===== src/hpis_pkg.sv =====
// Shared constants, codes and port structs of the haplotype pair selector.
`timescale 1ns / 1ps
package hpis_pkg;

    localparam int MAX_C    = 64;
    localparam int MAX_S    = 64;
    localparam int ID_BITS  = 16;
    localparam int ALLELE_W = 64;
    localparam int SEED_W   = 31;

    localparam int C_AW  = $clog2(MAX_C);
    localparam int S_AW  = $clog2(MAX_S);
    localparam int CNT_W = $clog2(MAX_C + 1);
    localparam int SC_W  = $clog2(MAX_S + 1);
    localparam int PC_W  = $clog2(MAX_C * MAX_C + 1);
    localparam int NGRP  = (MAX_S + 7) / 8;
    localparam int PAD_S = NGRP * 8;
    localparam int DIV_STEP_W = $clog2(SEED_W);

    localparam logic [1:0] FN_LOAD_MAT  = 2'd0;
    localparam logic [1:0] FN_LOAD_PAT  = 2'd1;
    localparam logic [1:0] FN_LOAD_GENO = 2'd2;
    localparam logic [1:0] FN_START     = 2'd3;

    typedef struct packed {
        logic                mat_we;
        logic                pat_we;
        logic                geno_we;
        logic [C_AW-1:0]     hap_addr;
        logic [S_AW-1:0]     geno_addr;
        logic [ALLELE_W-1:0] bits;
        logic [ID_BITS-1:0]  id;
        logic [1:0]          geno;
    } t_wr_req;

    typedef struct packed {
        logic [C_AW-1:0] mat_addr;
        logic [C_AW-1:0] pat_addr;
        logic [S_AW-1:0] geno_addr;
    } t_rd_req;

endpackage


===== src/hpis_mod.sv =====
// Bit-serial restoring remainder of the seed by the tie count.
`timescale 1ns / 1ps
module hpis_mod import hpis_pkg::*; (
    input  logic              i_clk,
    input  logic              i_rst_n,
    input  logic              i_start,
    input  logic [SEED_W-1:0] i_dividend,
    input  logic [PC_W-1:0]   i_divisor,
    output logic              o_done,
    output logic [PC_W-1:0]   o_rem
);

    logic                  r_busy;
    logic [DIV_STEP_W-1:0] r_step;
    logic [PC_W-1:0]       r_rem;
    logic [SEED_W-1:0]     r_dvd;
    logic [PC_W-1:0]       r_div;
    logic [PC_W:0]         n_trial;
    logic [PC_W:0]         n_rem;

    always_comb begin
        n_trial = {r_rem, r_dvd[SEED_W-1]};
        if (n_trial >= {1'b0, r_div}) begin
            n_rem = n_trial - {1'b0, r_div};
        end else begin
            n_rem = n_trial;
        end
    end

    always_ff @(posedge i_clk) begin
        if (!i_rst_n) begin
            r_busy <= 1'b0;
            o_done <= 1'b0;
        end else begin
            o_done <= r_busy && !i_start && (r_step == DIV_STEP_W'(SEED_W - 1));
            if (i_start) begin
                r_busy <= 1'b1;
                r_step <= '0;
                r_rem  <= '0;
                r_dvd  <= i_dividend;
                r_div  <= i_divisor;
            end else if (r_busy) begin
                // The remainder stays below the divisor, so it fits PC_W bits.
                r_rem  <= n_rem[PC_W-1:0];
                r_dvd  <= {r_dvd[SEED_W-2:0], 1'b0};
                r_step <= r_step + DIV_STEP_W'(1);
                if (r_step == DIV_STEP_W'(SEED_W - 1)) begin
                    r_busy <= 1'b0;
                end
            end
        end
    end

    assign o_rem = r_rem;

endmodule


===== config.mk =====
export PLATFORM = sky130hd
export DESIGN_NAME = hpis_mod
export DESIGN_NICKNAME = d
export VERILOG_FILES = /design/src/hpis_pkg.sv /design/src/hpis_mod.sv
export SDC_FILE = /design/constraint.sdc
export NUM_CORES = 1
export LEC_CHECK = 0
export BUFFER_PORTS_ARGS = -buffer_cell sky130_fd_sc_hd__buf_2
export CAP_MARGIN = 20
export CORE_ASPECT_RATIO = 2
export CORE_MARGIN = 3
export CORE_UTILIZATION = 45
export DETAILED_ROUTE_END_ITERATION = 16
export GPL_TIMING_DRIVEN = 0
export PLACE_DENSITY = 0.76
export REMOVE_ABC_BUFFERS = 1
export SETUP_SLACK_MARGIN = 0.3
export SLEW_MARGIN = 20
export SYNTH_ARGS = -nofsm -noshare
export SYNTH_HDL_FRONTEND = slang
export SYNTH_SLANG_ARGS = --single-unit

===== constraint.sdc =====
create_clock -name i_clk -period 2.5 [get_ports i_clk]
set_input_delay 0.125 -clock i_clk [delete_from_list [all_inputs] [get_ports i_clk]]
set_output_delay 0.125 -clock i_clk [all_outputs]
set_load 0.02 [all_outputs]

==> impl.org, run 1 <==
** Die
- During I/O placement, the number of pins put on the boundary was 61.
- In this run the vertical extent of the chip is 128 um.
- Die W :: 66.9 um
- Total Die Area :: 8540 um^2
- The initial utilization of the core area, before any placement, comes to 0.473.
- Row count :: 43
- Std-Cell Core Area :: 7050 um^2

** Placement
- Dpl cell area :: 3720 um^2
- Count of input and output buffers :: 60
- Detailed placement finished with a half-perimeter wire length of 5.06 mm.
- Worst-case setup slack after placement :: -0.304 ns
- Number of cells after detailed placement :: 402
- Routability-driven placement finished with a final weighted congestion of 0.838.

** Global route
- The via count of the first global-routing pass was 2,771.
- GR Layer Usage met2 :: 0.371
- The initial antenna violation count was 0.
- The total overflow left after global routing is 0.
- Pin count of the biggest net entering global routing :: 53
- Most used routing layer :: met2
- The first global-routing pass estimated 13.1 mm of wire.
- In the global route stage, met1 resource usage came out at 0.203.
- In the global route stage, overall resource usage came out at 0.208.
- In the global route stage, met3 resource usage came out at 0.0623.

** Clocking
- Clock tree from TritonCTS :: built
- The cell sitting at the root of the clock tree is a clkbuf_16.
- Number of buffers created by CTS :: 9
- Clock sink count :: 64
- The H-tree was split into 3 levels.
- After clock tree synthesis, the clock-pin slew on the worst setup and hold paths is 0.06 ns.
- Insertion delay of the later-clocked pin in the worst-skew pair :: 0.33 ns
- Counting along the longest clock path gives a buffer depth of 2.

** Setup path
- Arrival time at the worst endpoint :: 2.44 ns
- Timing endpoint of the critical path :: o_rem[12]
- Sequence of cells on the critical path :: ha_1 -> a21oi_1 -> a21oi_4 -> buf_4 -> buf_4 -> o22ai_1 -> xor2_1 -> a211oi_1
- Number of cells traversed by the worst register-to-register path :: 8
- Largest fanout on the critical path :: 4
- Capture instance of the worst register-to-register path :: o_rem[12]
- Tracing the worst setup path back leads to its startpoint at o_rem[4].
- Capturing element type of the critical path :: flip-flop
- Largest stage delay on the critical path :: 0.42 ns
- The startpoint identified for the worst register-to-register timing path is o_rem[4].
- The most numerous cell type found on the critical path is buf_4.
- Critical path class :: flip-flop to flip-flop
- The worst setup path is launched from a flip-flop.
- CP Data Required Time :: 2.54 ns
- R2R setup slack :: 0.09 ns
- Slowest stage cell on the critical path :: edfxtp_1

** Timing
- Of the available clock period, the critical path in the final layout requires 0.963.
- Setup violations, final :: 0
- The final hold violation count came to 0.
- In the post-route analysis, the smallest setup slack over all paths is 0.0936 ns.
- Minimum period implied by the final worst setup slack :: 2.41 ns
- Between clock sinks in the finished design, the worst skew comes to 0.00591 ns.
- Slew at the pin with the worst max-slew slack :: 1.05 ns
- Worst hold slack across all endpoints :: 0.0745 ns
- Setup repair after global routing missed its margin :: yes
- Static timing analysis puts the maximum clock frequency at 416 MHz.
- Slew Limit Headroom :: 0.301
- Final-report max-slew violation count :: 0

** Status
- Outcome :: finished, final reports clean

** Layout
- The area growth from synthesis to layout is 34.1%.
- Total inserted antenna cells :: 0
- Fill cells in the final layout number 498.
- Post-route standard cell area excluding fillers :: 4470 um^2
- For this run, the number of standard cells in the final layout without fillers is 451.
- Share of post-route cells with drive strength above 1 :: 0.432
- The final layout contains 419 nets.

** Power
- Static Leakage :: 1.78 nW
- Combinational share of power :: 0.211
- The share of total power dissipated in sequential elements is 0.398.
- IR drop worst, VDD :: 0.864 mV
- Of the total power, the clock network draws 0.391.
- Internal power :: 2.47 mW
- Dividing total power by cell area gives a power density of 747 nW/um^2.
- Of the total power, the share spent switching nets is 0.259.
- Switch Pwr :: 0.866 mW
- Tot Pwr :: 3.34 mW

** Yosys
- Number of synthesized register bits :: 64
- Seq/Total Area, Yosys :: 0.571
- After technology mapping, the gate count stands at 261.
- After synthesis the cells add up to 3330 um^2.
- Counting distinct cell types in the post-synthesis netlist gives 44.
- The average instance in the mapped netlist occupies 12.8 um^2.
- Number of synthesis warnings :: 0

** Detailed routing
- The final layout contains routed wiring with a total length of 8.08 mm.
- DRT Pass-1 Iters :: 4
- Iteration-0 DRC Markers :: 92
- After detailed routing, the number of vias per cell comes to 5.69.
- After detailed routing, the number of remaining DRC violations is 0.
- The count of nets left with antenna violations once routing finished came out at 0.
- Routed len/inst :: 17.9 um
- Across all layers, the routed design uses 2,564 vias.

** Job
- Across the run, the number of max-cap violations was 0.

** Worst hold path
- In this run the worst hold path is classified as input port to flip-flop.
## logic make-up after synthesis
kind of cell	after synthesis	share of synthesized area
buffers and inverters	26	0.0319
flip-flops	64	0.571
adder cells (fa/ha/maj)	16	0.0623
XOR/XNOR	10	0.0263
AND/OR/NAND/NOR	58	0.0893
AO/OA/AOI/OAI	54	0.109
multiplexers	33	0.111
## what timing repair did
action                                 4_1_cts  5_1_grt
setup buffers                               13        7
resized for setup                           20       14
hold buffers                                13        0
pin swaps                                   16       15
endpoints found under the hold margin       13        0
setup endpoints to repair                   13       13
## metal layers
layer / wire [um] / part of all wire
met4: 284 / 0.035
met5: 0 / 0
met3: 424 / 0.052
met1: 2820 / 0.35
met2: 4560 / 0.56
## cells in the mapped netlist, drive strengths merged
library cell,n,area [um^2]
o21ai,11,55.1
a21oi,19,98.9
and2,2,12.5
or3,3,18.8
a21o,5,37.5
nor4,2,12.5
edfxtp,62,1860
a41o,1,10.0
a31o,1,8.76
a311oi,1,8.76
nand2,9,33.8
a211oi,5,37.5
o2111a,1,12.5
a211o,1,8.76
mux2i,2,20.0
o21a,1,7.51
nor2b,4,25.0
buf,3,20.0
nor2,11,41.3
o311ai,1,8.76
inv,16,60.1
o211ai,5,47.5
mux2,31,349
or4b,1,10.0
fa,1,20.0
xnor2,6,52.6
clkbuf,7,26.3
o2111ai,1,15.0
nor3,5,25.0
nand2b,5,31.3
xor2,4,35.0
nand3,12,60.1
and3,2,12.5
nand4,1,6.26
o22ai,1,6.26
ha,15,188
dfxtp,2,40.0
or3b,1,8.76
## worst min path at each step
stage | depth (start not counted) | endpoint | slack [ns] | start
2_1_floorplan | 0 | r_div[0] | 0.22 | i_divisor[0]
3_3_place_gp | 1 | r_div[7] | 0.30 | i_divisor[7]
3_5_place_dp | 1 | r_div[9] | 0.30 | i_divisor[9]
4_1_cts | 2 | o_done | 0.08 | i_rst_n
5_1_grt | 2 | o_done | 0.08 | i_rst_n
6_report | 2 | o_done | 0.07 | i_rst_n
## through the flow
stage | setup TNS [ns] | utilization
global route | -0.0204 | 0.634
CTS | 0 | 0.619
detailed placement | -2.51 | 0.528
floorplan | 0 | -
finish | 0 | 0.634
global placement | -33.94 | 0.525
## power groups by stage
stage               registers (mW)  logic [mW]  clock network, mW
floorplan                     1.36       0.372                  0
global placement              1.34       0.541                  0
detailed placement            1.35       0.566                  0
CTS                           1.33       0.658               1.32
global route                  1.34       0.763               1.37
finish                        1.33       0.704               1.30
## worst max-delay path: cells and delay by family, from the launching register on
family,cells,cell delay [ns]
AO/OA/AOI/OAI,4,0.83
XOR/XNOR,1,0.21
buffers and inverters,2,0.28
flip-flops,1,0.42
adder cells (fa/ha/maj),1,0.38
## layout by cell type (no fill, tap or decap), types with 5 or more instances in the layout
cell and count:
nor3_1 5, a21o_1 5, edfxtp_1 62, o21ai_1 8
nand2_1 8, nand3_2 8, dlygate4sd3_1 13, ha_1 9
nor2_1 11, mux2_2 31, inv_1 14, a21oi_1 17
buf_6 5, xnor2_1 6, buf_2 60, buf_4 16
clkbuf_16 9
## flip-flops by register name (all words and copies together), names as in the netlist
register,flops
r_step,5
o_done,1
r_busy,1
r_div,13
o_rem,13
r_dvd,31
## final cells by class
cell class                 instances  area, um^2  share of cell area
tap                               90         113              0.0252
clock buffer                       9         225              0.0504
clock inverter                     7        86.3              0.0193
multi-input combinational        171        1480               0.331
sequential                        64        1900               0.425
inverter                          16        60.1              0.0134
timing repair buffer              94         607               0.136
(Power assumes the default switching activity.)
==> run 2: changes to the inputs <==
- CORE_ASPECT_RATIO: 2 -> 0.8
- PLACE_DENSITY: 0.76 -> 0.78
- SLEW_MARGIN: 20 -> default
- clock period: 2.5 -> 2 ns (I/O delays scaled with it)
==> run 2 against run 1 <==
The run now ends with negative setup slack left; clock power decreased by 5%; non-clock buffer count increased by 3; maximum frequency increased by 0.45%; via count decreased by 4.2%; global-route usage decreased by 3.0 points; core utilization increased by 0.32 points; register-to-register slack got worse by 0.49 ns; die area decreased by 0.65%; critical path type unchanged.
==> impl.org, run 2 (synthesis results as in run 1) <==
** Timing
- Slew at the pin with the worst max-slew slack :: 0.695 ns
- Measured against its own limit, the worst slew margin works out to 0.536.
- Final worst-path setup slack :: -0.396 ns
- The count of final max-slew check failures was 0.
- The final hold violation count was 0.
- Timing would allow up to 417 MHz.
- Setup violations, final :: 13
- Clock skew on the completed layout was measured at 0.00950 ns.
- Tcrit/Tclk final :: 1.20
- Setup repair after global routing missed its margin :: yes
- For the finished layout, the period the worst path requires is 2.40 ns.

** Placement
- Worst-case setup slack after placement :: -0.728 ns
- The congestion estimate from routability-driven global placement came to 0.829.
- Dpl cell area :: 3720 um^2
- Counting tap cells, the placed design contains a total of 400 instances.
- Once detailed placement completed, the half-perimeter wirelength came to 4.65 mm.
- Count of input and output buffers :: 60

** Status
- The checks that failed: negative setup slack.
- The flow ran to the end, but the final reports show violations.

** Setup path
- Largest fanout on the critical path :: 6
- Measured in cells, the most critical reg-to-reg path has a length of 10.
- Capturing element type of the critical path :: flip-flop
- By startpoint and endpoint, the worst setup path is classified as flip-flop to flip-flop.
- Gate family responsible for the most delay along the worst path :: compound AO/OA/AOI/OAI gates
- The worst setup path is launched from a flip-flop.
- Arrival time at the worst endpoint :: 2.46 ns
- Sequence of cells on the critical path :: inv_1 -> fa_2 -> nand2b_4 -> a21o_1 -> a21oi_4 -> buf_6 -> o2111ai_4 -> buf_6 -> nand3_2 -> a21oi_2
- The most numerous cell type found on the critical path is buf_6.
- Counting buffers and inverters, the worst setup path is 10 cells deep.
- On the worst path, the slowest cell contributes a delay of 0.47 ns.
- For this design, the slowest cell found on the critical path is edfxtp_1.
- For the worst setup path, the data required time is 2.07 ns.
- Combined buffer and inverter count along the critical path :: 3

** Layout
- The register with the most flip-flops in the layout has 31 of them.
- Final cell count without fillers :: 451
- The library cell used most frequently in the layout, excluding fill and tap cells, is edfxtp_1.
- In the layout the commonest cells are edfxtp_1 (62), buf_2 (60), mux2_2 (31).
- r_dvd holds more flip-flops than any other register.
- Share of post-route cells with drive strength above 1 :: 0.478
- The repair_antennas step left the layout with diodes totalling 0.
- Post-route standard cell area excluding fillers :: 4480 um^2
- Synthesis-to-finish area growth :: 34.4%
- In the final design database the tool counted 422 nets.

** Clocking
- Insertion delay of the later-clocked pin in the worst-skew pair :: 0.35 ns
- The longest clock path from root to sink contains 2 buffers.
- Clock-pin slew was measured on the worst setup and hold paths at 0.08 ns.
- Counting every sink on the clock net gives 64.
- Number of buffers created by CTS :: 9
- Clock root buffer master :: clkbuf_8
- TritonCTS built the clock tree.
- In this run the number of H-tree levels came out at 3.

** Global route
- Global-route wire length before repair :: 11.6 mm
- Vias in the first global route :: 2,426
- In the global route stage, overall resource usage came out at 0.178.
- Number of antenna violations at the first check in global routing :: 0
- Pin count of the biggest net entering global routing :: 53
- After global routing the overflow that remains totals 0.

** Die
- I/O pin count :: 61
- Std-Cell Core Area :: 7030 um^2
- The initial utilization of the core area, before any placement, comes to 0.474.
- The die is 83.0 um tall.
- The floorplan has 27 rows.
- The die covers 8480 um^2.
- The die is 102 um wide.

** Power
- Power per unit of standard cell area :: 850 nW/um^2
- Static Leakage :: 1.78 nW
- Across the VDD grid, the largest voltage drop is 0.425 mV.

** Worst hold path
- The worst hold path was traced through 2 stages.
- The min-delay analysis places its worst path in the category input port to flip-flop.

** Detailed routing
- DRT Pass-1 Iters :: 4
- After detailed routing, the number of remaining DRC violations is 0.
- Iteration-0 DRC Markers :: 135
- In the routed layout, each cell is associated on average with a via count of 5.45.
- Vias after detailed routing :: 2,457
- Routed len/inst :: 16.8 um
- The count of nets left with antenna violations once routing finished came out at 0.
- After detailed routing, the total wire length is 7.56 mm.

** Job
- Max-capacitance violation count :: 0
-- run 2: changes by cell type in the layout (fill, tap and decap cells not counted), sizes merged --
cell | before | now
buf | 81 | 84
clkinv | 3 | 4
clkinvlp | 2 | 0
inv | 16 | 17
-- run 2: final cells by class --
class                           count  area, um^2
Sequential cell                    64        1900
Fill cell                         541        2550
Inverter                           16        60.1
Multi-Input combinational cell    171        1550
Timing Repair Buffer               97         642
Clock buffer                        9         124
Clock inverter                      7        95.1
Tap cell                           87         109
-- run 2: layer usage --
metal,track usage,up-vias,share of wire
met1,0.223,1172,0.41
li1,-,1178,-
met5,0,-,0
met2,0.279,92,0.49
met3,0.0798,15,0.081
met4,0.0513,0,0.013
-- run 2: metrics by stage --
stage	power, mW	util	setup TNS (ns)	hold WS [ns]
finish	3.81	0.637	-4.81	0.0338
global route	3.98	0.637	-5.88	0.0346
detailed placement	2.37	0.530	-13.75	0.278
CTS	3.70	0.605	-4.24	0.0262
floorplan	2.16	-	-4.34	0.199
global placement	2.34	0.526	-63.38	0.278
-- run 2: timing repair --
action | in CTS | in global routing
hold endpoints to repair | 13 | 0
gates resized for setup | 15 | 35
buffers inserted | 13 | 9
hold buffers | 13 | 0
endpoints found under the setup margin | 40 | 13
pin swaps | 20 | 19
-- run 2: power by group --
part | internal, mW | switching [mW] | total (mW) | leakage (nW)
Combinational | 0.434 | 0.486 | 0.920 | 1.06
Clock | 0.704 | 0.528 | 1.23 | 0.111
Sequential | 1.60 | 0.0552 | 1.66 | 0.610
-- run 2: worst paths after layout --
path | startpoint | to | slack (ns)
worst max-delay path | o_rem[0] | o_rem[8] | -0.40
worst min register to register | r_busy | o_done | 0.50
worst max register to register | o_rem[0] | o_rem[8] | -0.40
worst min-delay path | i_dividend[0] | r_dvd[0] | 0.03
==> run 3: changes to the inputs <==
- MAX_ROUTING_LAYER: default -> met4
==> run 3 against run 2 <==
The flow still finishes with violations (negative setup slack); first-iteration DRC count down 9.6%; sequential cell count is the same; sequential power barely moved; core utilization did not move.
==> impl.org, run 3 (synthesis results as in run 1) <==
** Status
- The flow ran to the end, but the final reports show violations.
- The final reports fail on negative setup slack.

** Detailed routing
- The count of nets left with antenna violations once routing finished came out at 0.
- The routed design has 7.65 mm of wire.
- Iteration-0 DRC Markers :: 122
- The routed layout has 2,476 vias.
- DRT Pass-1 Iters :: 4
- In the routed design, unresolved DRC markers number 0.
- Routed len/inst :: 17.0 um
- After detailed routing, the number of vias per cell comes to 5.49.

** Clocking
- Insertion delay of the later-clocked pin in the worst-skew pair :: 0.34 ns
- After clock tree synthesis, the clock-pin slew on the worst setup and hold paths is 0.08 ns.
- Clock tree from TritonCTS :: built
- CTS saw 64 sinks.
- The cell sitting at the root of the clock tree is a clkbuf_8.
- The clock tree synthesis step divided the H-tree into 3 levels.
- In this run, CTS created clock tree buffers numbering 9.
- Maximum number of buffers from clock root to sink :: 2

** Global route
- Entering global routing, the biggest net connects 53 pins.
- The initial antenna violation count came to 0.
- The via count of the first global-routing pass came to 2,436.
- The first global-routing pass estimated 11.6 mm of wire.
- GR Overflow Total :: 0
- For this run, the total global-route usage over all layers was measured as 0.184.

** Placement
- Placer's final routability congestion estimate :: 0.842
- Count of input and output buffers :: 60
- Detailed-placement wirelength estimate :: 4.65 mm

** Power
- Switch Pwr :: 1.06 mW
- The worst-case IR drop observed on VDD is 0.425 mV.
- Internal power :: 2.74 mW
- Of the total power, registers draw 0.435.
- In this run the static leakage power is 1.78 nW.
- Net switching share of the total power :: 0.280
- Power per unit of standard cell area :: 849 nW/um^2
- Clock share of power :: 0.322
- Of the total power, combinational logic draws 0.242.

** Layout
- Total inserted antenna cells :: 0
- Fill cell count :: 541
- Total Nets Final :: 422
- Of the cells placed in the final design, the portion with a size suffix greater than 1 is 0.478.
- Synthesis-to-finish area growth :: 34.4%
- The top cell types in the final layout, fill and taps aside, are edfxtp_1 (62), buf_2 (60), mux2_2 (31).
- At the end of the flow the core is filled with cells to 0.637.
- Leaving out fill and tap cells, the most frequent cell in the layout is edfxtp_1.
- Area taken by multi-input logic gates :: 1550 um^2
- The register with the most flip-flops in the final layout is r_dvd.
- Combined flip-flop and latch cell area :: 1900 um^2
- Number of flip-flops under the largest register name :: 31

** Setup path
- CP Data Required Time :: 2.06 ns
- R2R setup slack :: -0.41 ns
- The worst register-to-register path begins at o_rem[0].
- Along the worst path, the maximum fanout reaches 6.
- The worst setup path is launched from a flip-flop.
- The worst register-to-register path ends at o_rem[5].
- Measured in cells, the most critical reg-to-reg path has a length of 10.
- The worst setup path is captured at a flip-flop.
- Arrival time at the worst endpoint :: 2.47 ns
- The setup path with the least slack is of type flip-flop to flip-flop.

** Die
- Std-Cell Core Area :: 7030 um^2
- The die covers 8480 um^2.
- Vert. Die Dim :: 83.0 um
- Die W :: 102 um
- 61 I/O pins were placed.
- Row count :: 27
- For this configuration, the core starts out at a cell density of 0.474.

** Timing
- Setup repair after global routing missed its margin :: yes
- Final-report max-slew violation count :: 0
- Setup violations remaining at the end of the flow were counted as 13.
- The final hold violation count came to 0.
- Slew Limit Headroom :: 0.532
- Worst hold slack across all endpoints :: 0.0388 ns
- The routed design could run at a clock period as short as 2.41 ns.
- For the pin with the worst max-slew slack, the measured transition is 0.702 ns.
- Across the routed clock network, the largest skew measured is 0.00815 ns.
- Achievable frequency :: 414 MHz
- After layout, the worst setup slack is -0.414 ns.
- Tcrit/Tclk final :: 1.21

** Worst hold path
- Min-Delay Path Depth :: 2
- In this run the most critical hold path is launched from i_dividend[0].
- The worst hold path terminates at r_dvd[0].
- Worst hold path type :: input port to flip-flop

** Job
- Max-cap violations in this run came to 0.
run 3: cell counts in the layout (fill, tap and decap cells not counted):
Identical to the previous run, type by type.
run 3: how the worst max path moves through the flow:
stage,slack (ns),endpoint,from
after floorplan,-0.45,o_rem[0],o_rem[10]
after global placement,-1.08,r_dvd[15],i_start
after detailed placement,-0.73,o_rem[12],r_dvd[30]
after CTS,-0.35,o_rem[12],r_dvd[30]
after global routing,-0.47,o_rem[8],o_rem[0]
final,-0.41,o_rem[5],o_rem[0]
run 3: what timing repair did:
item | 4_1_cts | 5_1_grt
pin swaps | 20 | 19
setup endpoints to repair | 40 | 13
setup buffers | 13 | 9
resized for setup | 15 | 35
hold buffers | 13 | 0
hold endpoints to repair | 13 | 0
run 3: layout make-up:
class,count,share of cell area
clock buffers,9,0.0277
clock inverters,7,0.0212
repair buffers,97,0.143
multi-input cells,171,0.346
well taps,87,0.0243
inverters,16,0.0134
flip-flops and latches,64,0.425
run 3: through the flow:
stage	power (mW)	TNS [ns]	cell area, um^2	setup slack, ns	std cells
finish	3.80	-5.02	4480	-0.414	451
global route	3.99	-5.88	4480	-0.471	451
CTS	3.70	-4.24	4250	-0.353	442
detailed placement	2.37	-13.75	3720	-0.728	400
global placement	2.34	-63.38	3700	-1.08	398
floorplan	2.16	-4.34	3290	-0.448	251
run 3: power by group through the flow:
stage	sequential (mW)	clock, mW	combinational, mW
6_report	1.66	1.23	0.922
5_1_grt	1.67	1.32	0.999
4_1_cts	1.65	1.25	0.794
3_5_place_dp	1.68	0	0.697
3_3_place_gp	1.68	0	0.665
2_1_floorplan	1.70	0	0.465
run 3: critical path, stage by stage, from the launching register on:
cell,delay (ns)
edfxtp_1,0.48
inv_1,0.11
fa_2,0.40
nand2b_4,0.15
a21o_1,0.20
a21oi_4,0.19
buf_6,0.13
o2111ai_4,0.15
buf_6,0.19
nand3_2,0.07
a21oi_1,0.06
run 3: routing by layer:
| layer | up-vias | track usage | routed length [um] |
|---|---|---|---|
| met1 | 1181 | 0.224 | 3200 |
| met2 | 103 | 0.281 | 3790 |
| met3 | 13 | 0.0772 | 577 |
| met4 | 0 | 0.0513 | 80 |
| li1 | 1179 | - | - |
| met5 | - | - | 0 |
